### src/dcb_pkg.sv
// ----------------------------------------------------------------------------
// dcb_pkg
// Shared types and constants of the DMA descriptor chain builder.
// ----------------------------------------------------------------------------
`default_nettype none

package dcb_pkg;

  // Default build values
  localparam int unsigned BLOCK_ITEMS_DEF = 4194303;
  localparam int unsigned MAX_DESC_DEF    = 5;
  localparam int unsigned DESC_BYTES_DEF  = 64;

  // Field widths
  localparam int unsigned ADDR_IN_W = 32;
  localparam int unsigned ADDR_W    = 40;
  localparam int unsigned ITEM_W    = 25;
  localparam int unsigned CTL_W     = 32;
  localparam int unsigned WCODE_W   = 3;
  localparam int unsigned BSM_W     = 22;
  localparam int unsigned PTR_W     = 32;
  localparam int unsigned STAT_W    = 2;
  localparam int unsigned IN_DATA_W  = 160;
  localparam int unsigned OUT_DATA_W = 200;

  // Control word bits
  localparam int unsigned SRC_FIX_BIT = 4;
  localparam int unsigned DST_FIX_BIT = 6;
  localparam logic [CTL_W-1:0] CTL_HI_VALID = 32'h8000_0000;
  localparam logic [CTL_W-1:0] CTL_HI_LAST  = 32'h4000_0000;

  // Register index (word address bit 2)
  localparam logic REG_LIST_BASE = 1'b0;

  // Result status codes
  typedef enum logic [STAT_W-1:0] {
    STATUS_OK       = 2'd0,
    STATUS_TOO_MANY = 2'd1,
    STATUS_ZERO     = 2'd2
  } status_e;

  // Input item, last field (src_addr) in the lowest bits
  typedef struct packed {
    logic [WCODE_W-1:0]   width_code;
    logic [CTL_W-1:0]     ctl_high;
    logic [CTL_W-1:0]     ctl_low;
    logic [ITEM_W-1:0]    item_count;
    logic [ADDR_IN_W-1:0] dst_addr;
    logic [ADDR_IN_W-1:0] src_addr;
  } in_item_t;

  // Result data word, last field (desc_src) in the lowest bits
  typedef struct packed {
    logic [1:0]        pad;
    logic [PTR_W-1:0]  next_ptr;
    logic [BSM_W-1:0]  block_size_m1;
    logic [CTL_W-1:0]  desc_ctl_high;
    logic [CTL_W-1:0]  desc_ctl_low;
    logic [ADDR_W-1:0] desc_dst;
    logic [ADDR_W-1:0] desc_src;
  } out_data_t;

  // Sequencer commands to the step unit
  typedef struct packed {
    logic load;
    logic advance;
  } dcb_ctrl_t;

  // Step unit view of the current descriptor
  typedef struct packed {
    logic              zero;
    logic              too_many;
    logic              last;
    logic [ADDR_W-1:0] src;
    logic [ADDR_W-1:0] dst;
    logic [BSM_W-1:0]  bsm1;
    logic [PTR_W-1:0]  nxt;
  } dcb_step_t;

endpackage

`default_nettype wire

### src/dcb_step_unit.sv
// ----------------------------------------------------------------------------
// dcb_step_unit
// Working registers and the adders that advance one descriptor a step.
// ----------------------------------------------------------------------------
`default_nettype none

module dcb_step_unit import dcb_pkg::*; #(
  parameter int unsigned BLOCK_ITEMS = BLOCK_ITEMS_DEF,
  parameter int unsigned MAX_DESC    = MAX_DESC_DEF,
  parameter int unsigned DESC_BYTES  = DESC_BYTES_DEF
) (
  input  wire logic                 clk_i,
  input  wire dcb_ctrl_t            ctrl_i,
  input  wire logic [ADDR_IN_W-1:0] src_i,
  input  wire logic [ADDR_IN_W-1:0] dst_i,
  input  wire logic [ITEM_W-1:0]    count_i,
  input  wire logic                 fix_src_i,
  input  wire logic                 fix_dst_i,
  input  wire logic [WCODE_W-1:0]   width_code_i,
  input  wire logic [PTR_W-1:0]     list_base_i,
  output dcb_step_t                 step_o
);

  localparam int unsigned BLK_W  = $clog2(BLOCK_ITEMS + 1);
  localparam int unsigned STEP_W = BLK_W + (1 << WCODE_W) - 1;
  localparam logic [ITEM_W-1:0] BLK_ITEMS = ITEM_W'(BLOCK_ITEMS);
  localparam logic [BSM_W-1:0]  FULL_BSM1 = BSM_W'(BLOCK_ITEMS - 1);
  localparam logic [31:0]       MAX_TOTAL = 32'(MAX_DESC * BLOCK_ITEMS);
  localparam logic [PTR_W-1:0]  DESC_INC  = PTR_W'(DESC_BYTES);

  logic [ADDR_W-1:0] src_q, src_d;
  logic [ADDR_W-1:0] dst_q, dst_d;
  logic [STEP_W-1:0] sstep_q, sstep_d;
  logic [STEP_W-1:0] dstep_q, dstep_d;
  logic [ITEM_W-1:0] rem_q, rem_d;
  logic [PTR_W-1:0]  ptr_q, ptr_d;
  logic [STEP_W-1:0] blk_step;
  logic [PTR_W-1:0]  ptr_next;
  logic              is_last;

  // Address step of one full block for this width
  assign blk_step = STEP_W'(BLOCK_ITEMS) << width_code_i;

  assign ptr_next = ptr_q + DESC_INC;
  assign is_last  = (rem_q <= BLK_ITEMS);

  // Load a fresh request or advance by one block
  always_comb begin
    src_d   = src_q;
    dst_d   = dst_q;
    sstep_d = sstep_q;
    dstep_d = dstep_q;
    rem_d   = rem_q;
    ptr_d   = ptr_q;
    if (ctrl_i.load) begin
      src_d   = {{(ADDR_W-ADDR_IN_W){1'b0}}, src_i};
      dst_d   = {{(ADDR_W-ADDR_IN_W){1'b0}}, dst_i};
      sstep_d = fix_src_i ? '0 : blk_step;
      dstep_d = fix_dst_i ? '0 : blk_step;
      rem_d   = count_i;
      ptr_d   = list_base_i;
    end else if (ctrl_i.advance) begin
      src_d   = src_q + {{(ADDR_W-STEP_W){1'b0}}, sstep_q};
      dst_d   = dst_q + {{(ADDR_W-STEP_W){1'b0}}, dstep_q};
      rem_d   = rem_q - BLK_ITEMS;
      ptr_d   = ptr_next;
    end
  end

  always_ff @(posedge clk_i) begin
    src_q   <= src_d;
    dst_q   <= dst_d;
    sstep_q <= sstep_d;
    dstep_q <= dstep_d;
    rem_q   <= rem_d;
    ptr_q   <= ptr_d;
  end

  // Current descriptor and request checks
  always_comb begin
    step_o.zero     = (rem_q == '0);
    step_o.too_many = ({{(32-ITEM_W){1'b0}}, rem_q} > MAX_TOTAL);
    step_o.last     = is_last;
    step_o.src      = src_q;
    step_o.dst      = dst_q;
    step_o.bsm1     = is_last ? BSM_W'(rem_q - ITEM_W'(1)) : FULL_BSM1;
    step_o.nxt      = is_last ? '0 : ptr_next;
  end

endmodule

`default_nettype wire

### src/dma_descriptor_chain_builder.sv
// ----------------------------------------------------------------------------
// dma_descriptor_chain_builder
// Splits one transfer request into a chain of linked-list descriptors.
// ----------------------------------------------------------------------------
// Sequence: an accepted item loads the step unit, ST_CHECK tests the request and
//   registers an error result, and ST_EMIT registers the descriptors in turn.
// The single step unit produces one descriptor per cycle while the output slot
//   is free; a stalled descriptor stream holds the chain.
// Input is not ready while a request is being split.
// Reset returns the sequencer to idle and clears the output valid and list_base to zero.
`default_nettype none

module dma_descriptor_chain_builder import dcb_pkg::*; #(
  parameter int unsigned BLOCK_ITEMS = BLOCK_ITEMS_DEF,
  parameter int unsigned MAX_DESC    = MAX_DESC_DEF,
  parameter int unsigned DESC_BYTES  = DESC_BYTES_DEF
) (
  input  wire logic                  clk_i,
  input  wire logic                  rst_ni,
  // APB configuration port
  input  wire logic                  psel,
  input  wire logic                  penable,
  input  wire logic                  pwrite,
  input  wire logic [2:0]            paddr,
  input  wire logic [31:0]           pwdata,
  output logic      [31:0]           prdata,
  output logic                       pready,
  // Request stream
  input  wire logic                  s_axis_tvalid,
  output logic                       s_axis_tready,
  // tdata: src_addr, dst_addr, item_count, ctl_low, ctl_high, width_code
  input  wire logic [IN_DATA_W-1:0]  s_axis_tdata,
  // Descriptor stream
  output logic                       m_axis_tvalid,
  input  wire logic                  m_axis_tready,
  // tdata: desc_src, desc_dst, desc_ctl_low, desc_ctl_high, block_size_m1,
  //        next_ptr
  output logic [OUT_DATA_W-1:0]      m_axis_tdata,
  output logic                       m_axis_tlast,
  // tuser: status
  output logic [STAT_W-1:0]          m_axis_tuser
);

  typedef enum logic [2:0] {
    ST_IDLE  = 3'b001,
    ST_CHECK = 3'b010,
    ST_EMIT  = 3'b100
  } state_e;

  state_e            state_q, state_d;
  in_item_t          in_item;
  dcb_ctrl_t         ctrl;
  dcb_step_t         step;
  logic [PTR_W-1:0]  list_base_q;
  logic [CTL_W-1:0]  ctl_low_q, ctl_high_q;
  logic              out_valid_q, out_valid_d;
  out_data_t         out_data_q, out_data_d;
  logic              out_last_q, out_last_d;
  status_e           out_status_q, out_status_d;
  logic              slot_free;
  logic              in_fire;
  logic              cfg_write;

  // Configuration register
  assign pready    = 1'b1;
  assign cfg_write = psel & penable & pwrite & pready;
  assign prdata    = (paddr[2] == REG_LIST_BASE) ? list_base_q : '0;

  always_ff @(posedge clk_i or negedge rst_ni) begin
    if (!rst_ni) begin
      list_base_q <= '0;
    end else if (cfg_write && (paddr[2] == REG_LIST_BASE)) begin
      list_base_q <= pwdata;
    end
  end

  // Request intake
  assign in_item       = in_item_t'(s_axis_tdata[$bits(in_item_t)-1:0]);
  assign s_axis_tready = (state_q == ST_IDLE);
  assign in_fire       = s_axis_tvalid & s_axis_tready;

  always_ff @(posedge clk_i) begin
    if (in_fire) begin
      ctl_low_q  <= in_item.ctl_low;
      ctl_high_q <= in_item.ctl_high;
    end
  end

  dcb_step_unit #(
    .BLOCK_ITEMS (BLOCK_ITEMS),
    .MAX_DESC    (MAX_DESC),
    .DESC_BYTES  (DESC_BYTES)
  ) u_step (
    .clk_i        (clk_i),
    .ctrl_i       (ctrl),
    .src_i        (in_item.src_addr),
    .dst_i        (in_item.dst_addr),
    .count_i      (in_item.item_count),
    .fix_src_i    (in_item.ctl_low[SRC_FIX_BIT]),
    .fix_dst_i    (in_item.ctl_low[DST_FIX_BIT]),
    .width_code_i (in_item.width_code),
    .list_base_i  (list_base_q),
    .step_o       (step)
  );

  assign slot_free = !out_valid_q || m_axis_tready;

  // Sequencer: check the request, then emit one descriptor per free slot
  always_comb begin
    state_d      = state_q;
    ctrl.load    = 1'b0;
    ctrl.advance = 1'b0;
    out_valid_d  = out_valid_q & ~m_axis_tready;
    out_data_d   = out_data_q;
    out_last_d   = out_last_q;
    out_status_d = out_status_q;
    unique case (state_q)
      ST_IDLE: begin
        if (in_fire) begin
          ctrl.load = 1'b1;
          state_d   = ST_CHECK;
        end
      end
      ST_CHECK: begin
        if (step.zero || step.too_many) begin
          if (slot_free) begin
            out_valid_d  = 1'b1;
            out_data_d   = '0;
            out_last_d   = 1'b1;
            out_status_d = step.zero ? STATUS_ZERO : STATUS_TOO_MANY;
            state_d      = ST_IDLE;
          end
        end else begin
          state_d = ST_EMIT;
        end
      end
      ST_EMIT: begin
        if (slot_free) begin
          ctrl.advance             = 1'b1;
          out_valid_d              = 1'b1;
          out_data_d.pad           = '0;
          out_data_d.desc_src      = step.src;
          out_data_d.desc_dst      = step.dst;
          out_data_d.desc_ctl_low  = ctl_low_q;
          out_data_d.desc_ctl_high = ctl_high_q | CTL_HI_VALID |
                                     (step.last ? CTL_HI_LAST : '0);
          out_data_d.block_size_m1 = step.bsm1;
          out_data_d.next_ptr      = step.nxt;
          out_last_d               = step.last;
          out_status_d             = STATUS_OK;
          if (step.last) begin
            state_d = ST_IDLE;
          end
        end
      end
      default: begin
        state_d = ST_IDLE;
      end
    endcase
  end

  always_ff @(posedge clk_i or negedge rst_ni) begin
    if (!rst_ni) begin
      state_q     <= ST_IDLE;
      out_valid_q <= 1'b0;
    end else begin
      state_q     <= state_d;
      out_valid_q <= out_valid_d;
    end
  end

  always_ff @(posedge clk_i) begin
    out_data_q   <= out_data_d;
    out_last_q   <= out_last_d;
    out_status_q <= out_status_d;
  end

  assign m_axis_tvalid = out_valid_q;
  assign m_axis_tdata  = out_data_q;
  assign m_axis_tlast  = out_last_q;
  assign m_axis_tuser  = out_status_q;

  // A descriptor that is not the last means more of the chain is pending
  a_more_pending: assert property (@(posedge clk_i) disable iff (!rst_ni)
    (m_axis_tvalid && !m_axis_tlast) |-> (state_q == ST_EMIT))
    else $error("non-last descriptor without chain in progress");

  // Error results always close the request
  a_error_last: assert property (@(posedge clk_i) disable iff (!rst_ni)
    (m_axis_tvalid && (out_status_q != STATUS_OK)) |-> m_axis_tlast)
    else $error("error result not marked last");

  // Last good descriptor carries a null next pointer and the last flag
  a_last_desc: assert property (@(posedge clk_i) disable iff (!rst_ni)
    (m_axis_tvalid && m_axis_tlast && (out_status_q == STATUS_OK)) |->
      ((out_data_q.next_ptr == '0) && out_data_q.desc_ctl_high[30]))
    else $error("last descriptor malformed");

  // Emission only runs on a request that passed the checks
  a_emit_checked: assert property (@(posedge clk_i) disable iff (!rst_ni)
    (state_q == ST_EMIT) |-> (!step.zero && !step.too_many))
    else $error("emitting an invalid request");

endmodule

`default_nettype wire

### config.mk
export PLATFORM = sky130hd
export DESIGN_NAME = dma_descriptor_chain_builder
export DESIGN_NICKNAME = d
export VERILOG_FILES = /design/src/dcb_pkg.sv /design/src/dcb_step_unit.sv /design/src/dma_descriptor_chain_builder.sv
export SDC_FILE = /design/constraint.sdc
export NUM_CORES = 1
export LEC_CHECK = 0
export BUFFER_PORTS_ARGS = -buffer_cell sky130_fd_sc_hd__buf_4
export CAP_MARGIN = 20
export CORE_ASPECT_RATIO = 1.5
export CORE_MARGIN = 1
export CORE_UTILIZATION = 44
export CTS_BUF_LIST = sky130_fd_sc_hd__clkbuf_8
export CTS_CLUSTER_SIZE = 12
export DETAILED_ROUTE_END_ITERATION = 10
export GPL_TIMING_DRIVEN = 1
export PLACE_DENSITY = 0.66
export SLEW_MARGIN = 10
export SYNTH_ARGS = -nofsm -noshare
export SYNTH_HDL_FRONTEND = slang
export SYNTH_SLANG_ARGS = --single-unit
### constraint.sdc
create_clock -name clk_i -period 14.3 [get_ports clk_i]
set_input_delay 2.145 -clock clk_i [delete_from_list [all_inputs] [get_ports clk_i]]
set_output_delay 2.145 -clock clk_i [all_outputs]
set_load 0.01 [all_outputs]
==> impl_metrics.env <==
export IMPL_place_inst=2833
export IMPL_io_buffers=429
export IMPL_crit_buf_inv=2
export IMPL_ff_latch_area_um2=13700
export IMPL_post_cts_setup_buffers=0
export IMPL_worstMarginPinSlew_ps=921
export IMPL_grt_max_degree=129
export IMPL_gp_congestion=0.881
export IMPL_start_util_pct=44.5
export IMPL_ys_top_cells_by_area="edfxtp_1, and2_1, dfrtp_1"
export IMPL_final_area_um2=27300
export IMPL_hold_class="reg -> reg"
export IMPL_outcome="completed"
export IMPL_grt_pass1_vias=15600
export IMPL_die_h_um=276
export IMPL_vias_per_cell=5.19
export IMPL_crit_end="prdata[1]"
export IMPL_p_sw_w=0.00186
export IMPL_cts_tree="done"
export IMPL_startpoint_type="input port"
export IMPL_ys_ff_latch=467
export IMPL_slew_viol_final=0
export IMPL_synth_edf_count=415
export IMPL_cp_common_cell="buf_4"
export IMPL_critPathMaxStageDelay_ps=300
export IMPL_min_path_cells=2
export IMPL_wl_um=53200
export IMPL_layout_common_cells="buf_4, edfxtp_1, and2_1"
export IMPL_grt_ovfl_total=0
export IMPL_cts_clk_slew_worst_paths_ps=60
export IMPL_synthCells=1817
export IMPL_arrival_ps=2720
export IMPL_drive_gt1_share_pct=26.5
export IMPL_final_common_cell="buf_4"
export IMPL_rows=100
export IMPL_swShare_pct=36.0
export IMPL_fin_cells=2967
export IMPL_slew_headroom_pct=38.6
export IMPL_yosysUniqueCellTypes=87
export IMPL_coreArea_um2=49500
export IMPL_drv_cap=0
export IMPL_chipWidth_um=185
export IMPL_path_class="in -> out"
export IMPL_ff2ff_setup_slack_ps=9460
export IMPL_reg2regPathDepth=13
export IMPL_ctsHoldBuffers=0
export IMPL_synth_flop_cell="edfxtp_1"
export IMPL_cp_depth=3
export IMPL_cp_required_ps=12150
export IMPL_crit_slowest_cell="buf_4"
export IMPL_cts_made_buffers=73
export IMPL_dp_hpwl_um=37000
export IMPL_cp_max_fo=33
export IMPL_grt_pass1_wl_um=83500
export IMPL_io_pins=440
export IMPL_cts_path_max_buffers=3
export IMPL_synth_area_leader_cell="edfxtp_1"
export IMPL_final_antenna_net_count=0
export IMPL_track_usage_pct=20.9
export IMPL_post_cts_resized=0
export IMPL_cts_htree_levels=3
export IMPL_fmax_mhz=205
export IMPL_p_int_w=0.00332
export IMPL_crit_start="paddr[2]"
export IMPL_dpl_instance_area_um2=25800
export IMPL_cellLeakagePower_nw=10.8
export IMPL_endpoint_kind="output port"
export IMPL_p_seq_share_pct=41.9
export IMPL_fin_skew_ps=27.0
export IMPL_setup_viol=0
export IMPL_cts_root_buf="clkbuf_8"
export IMPL_yosysTopAreaCellShare_pct=56.6
export IMPL_layout_nets=2512
export IMPL_cpLargestDelayFamily="buffers and inverters"
export IMPL_nFillCells=4324
export IMPL_syn_area_um2=22000
export IMPL_pwr_share_comb_pct=37.0
export IMPL_holdWs_ps=465
export IMPL_synth_avg_cell_area_um2=12.1
export IMPL_wire_per_inst_um=17.9
export IMPL_firstDrtPassIters=5
export IMPL_hold_viol=0
export IMPL_syn2layout_area_growth_pct=23.9
export IMPL_finalSetupTns_ps=0
export IMPL_rsz0062_at_grt="false"
export IMPL_min_period_ps=4870
export IMPL_powerDensity_nw_per_um2=190
export IMPL_antenna_found_initial=1
export IMPL_dieArea_um2=51000
export IMPL_crit_chain="buf_4 -> nor2b_1 -> buf_4"
export IMPL_clk_latency_ps=650
export IMPL_ys_seq_area_share_pct=62.1
export IMPL_total_power_w=0.00518
export IMPL_timing_final_crit_share_pct=34.1
export IMPL_multi_input_area_um2=7910
export IMPL_yosysWarnings=0
export IMPL_regToRegEndpoint="m_axis_tdata[1]"
export IMPL_r2r_start="u_step.rem_q[0]"
export IMPL_drt_iter0_drc=841
export IMPL_vias=15400
export IMPL_drc=0
export IMPL_cts_sinks=467
export IMPL_clkPwrFrac_pct=21.1
export IMPL_async_flop_share_pct=7.71
export IMPL_ir_drop_uv=115
## synthesized netlist by cell type (all sizes together), types with 6 or more instances
master and n:
edfxtp 415, and2 158, nor2 156, nand2 154, a21oi 134, o21ai 83
clkbuf 66, ha 61, xnor2 61, xor2 53, nand3 45, nor2b 38
a21o 37, dfrtp 35, mux2 33, and3 32, inv 24, nor3 24
buf 22, a31oi 19, dfxtp 16, a211oi 15, nand4 11, or3 9
o31ai 8, nor4b 7, a41o 6, nor3b 6, o21bai 6
## worst min path at each step
| stage | to | slack [ps] | startpoint |
|---|---|---|---|
| after floorplan | u_step.dst_q[39] | 440 | u_step.dst_q[39] |
| after global placement | u_step.dst_q[39] | 450 | u_step.dst_q[39] |
| after detailed placement | u_step.dst_q[39] | 460 | u_step.dst_q[39] |
| after CTS | u_step.dst_q[39] | 470 | u_step.dst_q[39] |
| after global routing | u_step.dst_q[39] | 510 | u_step.dst_q[39] |
| final | u_step.dst_q[39] | 470 | u_step.dst_q[39] |
## flip-flops by register name (all words and copies together), names as in the netlist
signal / cells
ctl_high_q: 31
ctl_low_q: 32
list_base_q: 32
m_axis_tdata: 198
m_axis_tlast: 1
m_axis_tuser: 2
m_axis_tvalid: 1
state_q: 3
u_step.dst_q: 40
u_step.dstep_q: 15
u_step.ptr_q: 32
u_step.rem_q: 25
u_step.src_q: 40
u_step.sstep_q: 15
## worst min-delay path, delay by kind of cell, from the launching register on
family / cells / cell delay, ps
DFF: 1 / 310
muxes: 1 / 60
and+or+nand+nor: 1 / 50
## power groups by stage
stage | clock (W) | sequential [W] | combinational [W]
floorplan | 0 | 0.00222 | 0.00139
detailed placement | 0 | 0.00220 | 0.00190
global route | 0.00118 | 0.00221 | 0.00214
CTS | 0.00113 | 0.00218 | 0.00191
global placement | 0 | 0.00219 | 0.00186
finish | 0.00109 | 0.00217 | 0.00192
## area by class of cell
type | instances | area share [%]
tap | 663 | 3.04
clock inverter | 52 | 1.16
inverter | 25 | 0.381
antenna | 1 | 0.00917
sequential | 467 | 50.1
clock buffer | 79 | 3.98
multi-input combinational | 1238 | 29.0
timing repair buffer | 442 | 12.3
## cell families (layout without fill, tap and decap cells)
group           after synthesis  in the layout  share of synthesized area, %
xor+xnor                    114            114                          4.53
other cells                   2              4                        0.0341
simple gates                668            668                          15.5
buf+inv                     113            598                          2.09
fa+ha+maj                    63             63                          3.65
mux                          38             38                          1.91
compound gates              352            352                          10.1
flops                       467            467                          62.1
## per-stage QoR
stage	util, %	setup slack, ps
after global placement	52.1	9100
after detailed placement	52.1	9050
final	55.1	9430
after floorplan	-	2370
after global routing	55.1	9020
after CTS	55.0	9000
## routing by layer
| metal | part of all wire [%] | global-route usage (%) |
|---|---|---|
| met3 | 5.8 | 4.03 |
| met5 | 0 | 0 |
| met4 | 3.1 | 9.18 |
| met1 | 39 | 23.9 |
| met2 | 52 | 37.5 |
Power figures use the tool's default switching activity.
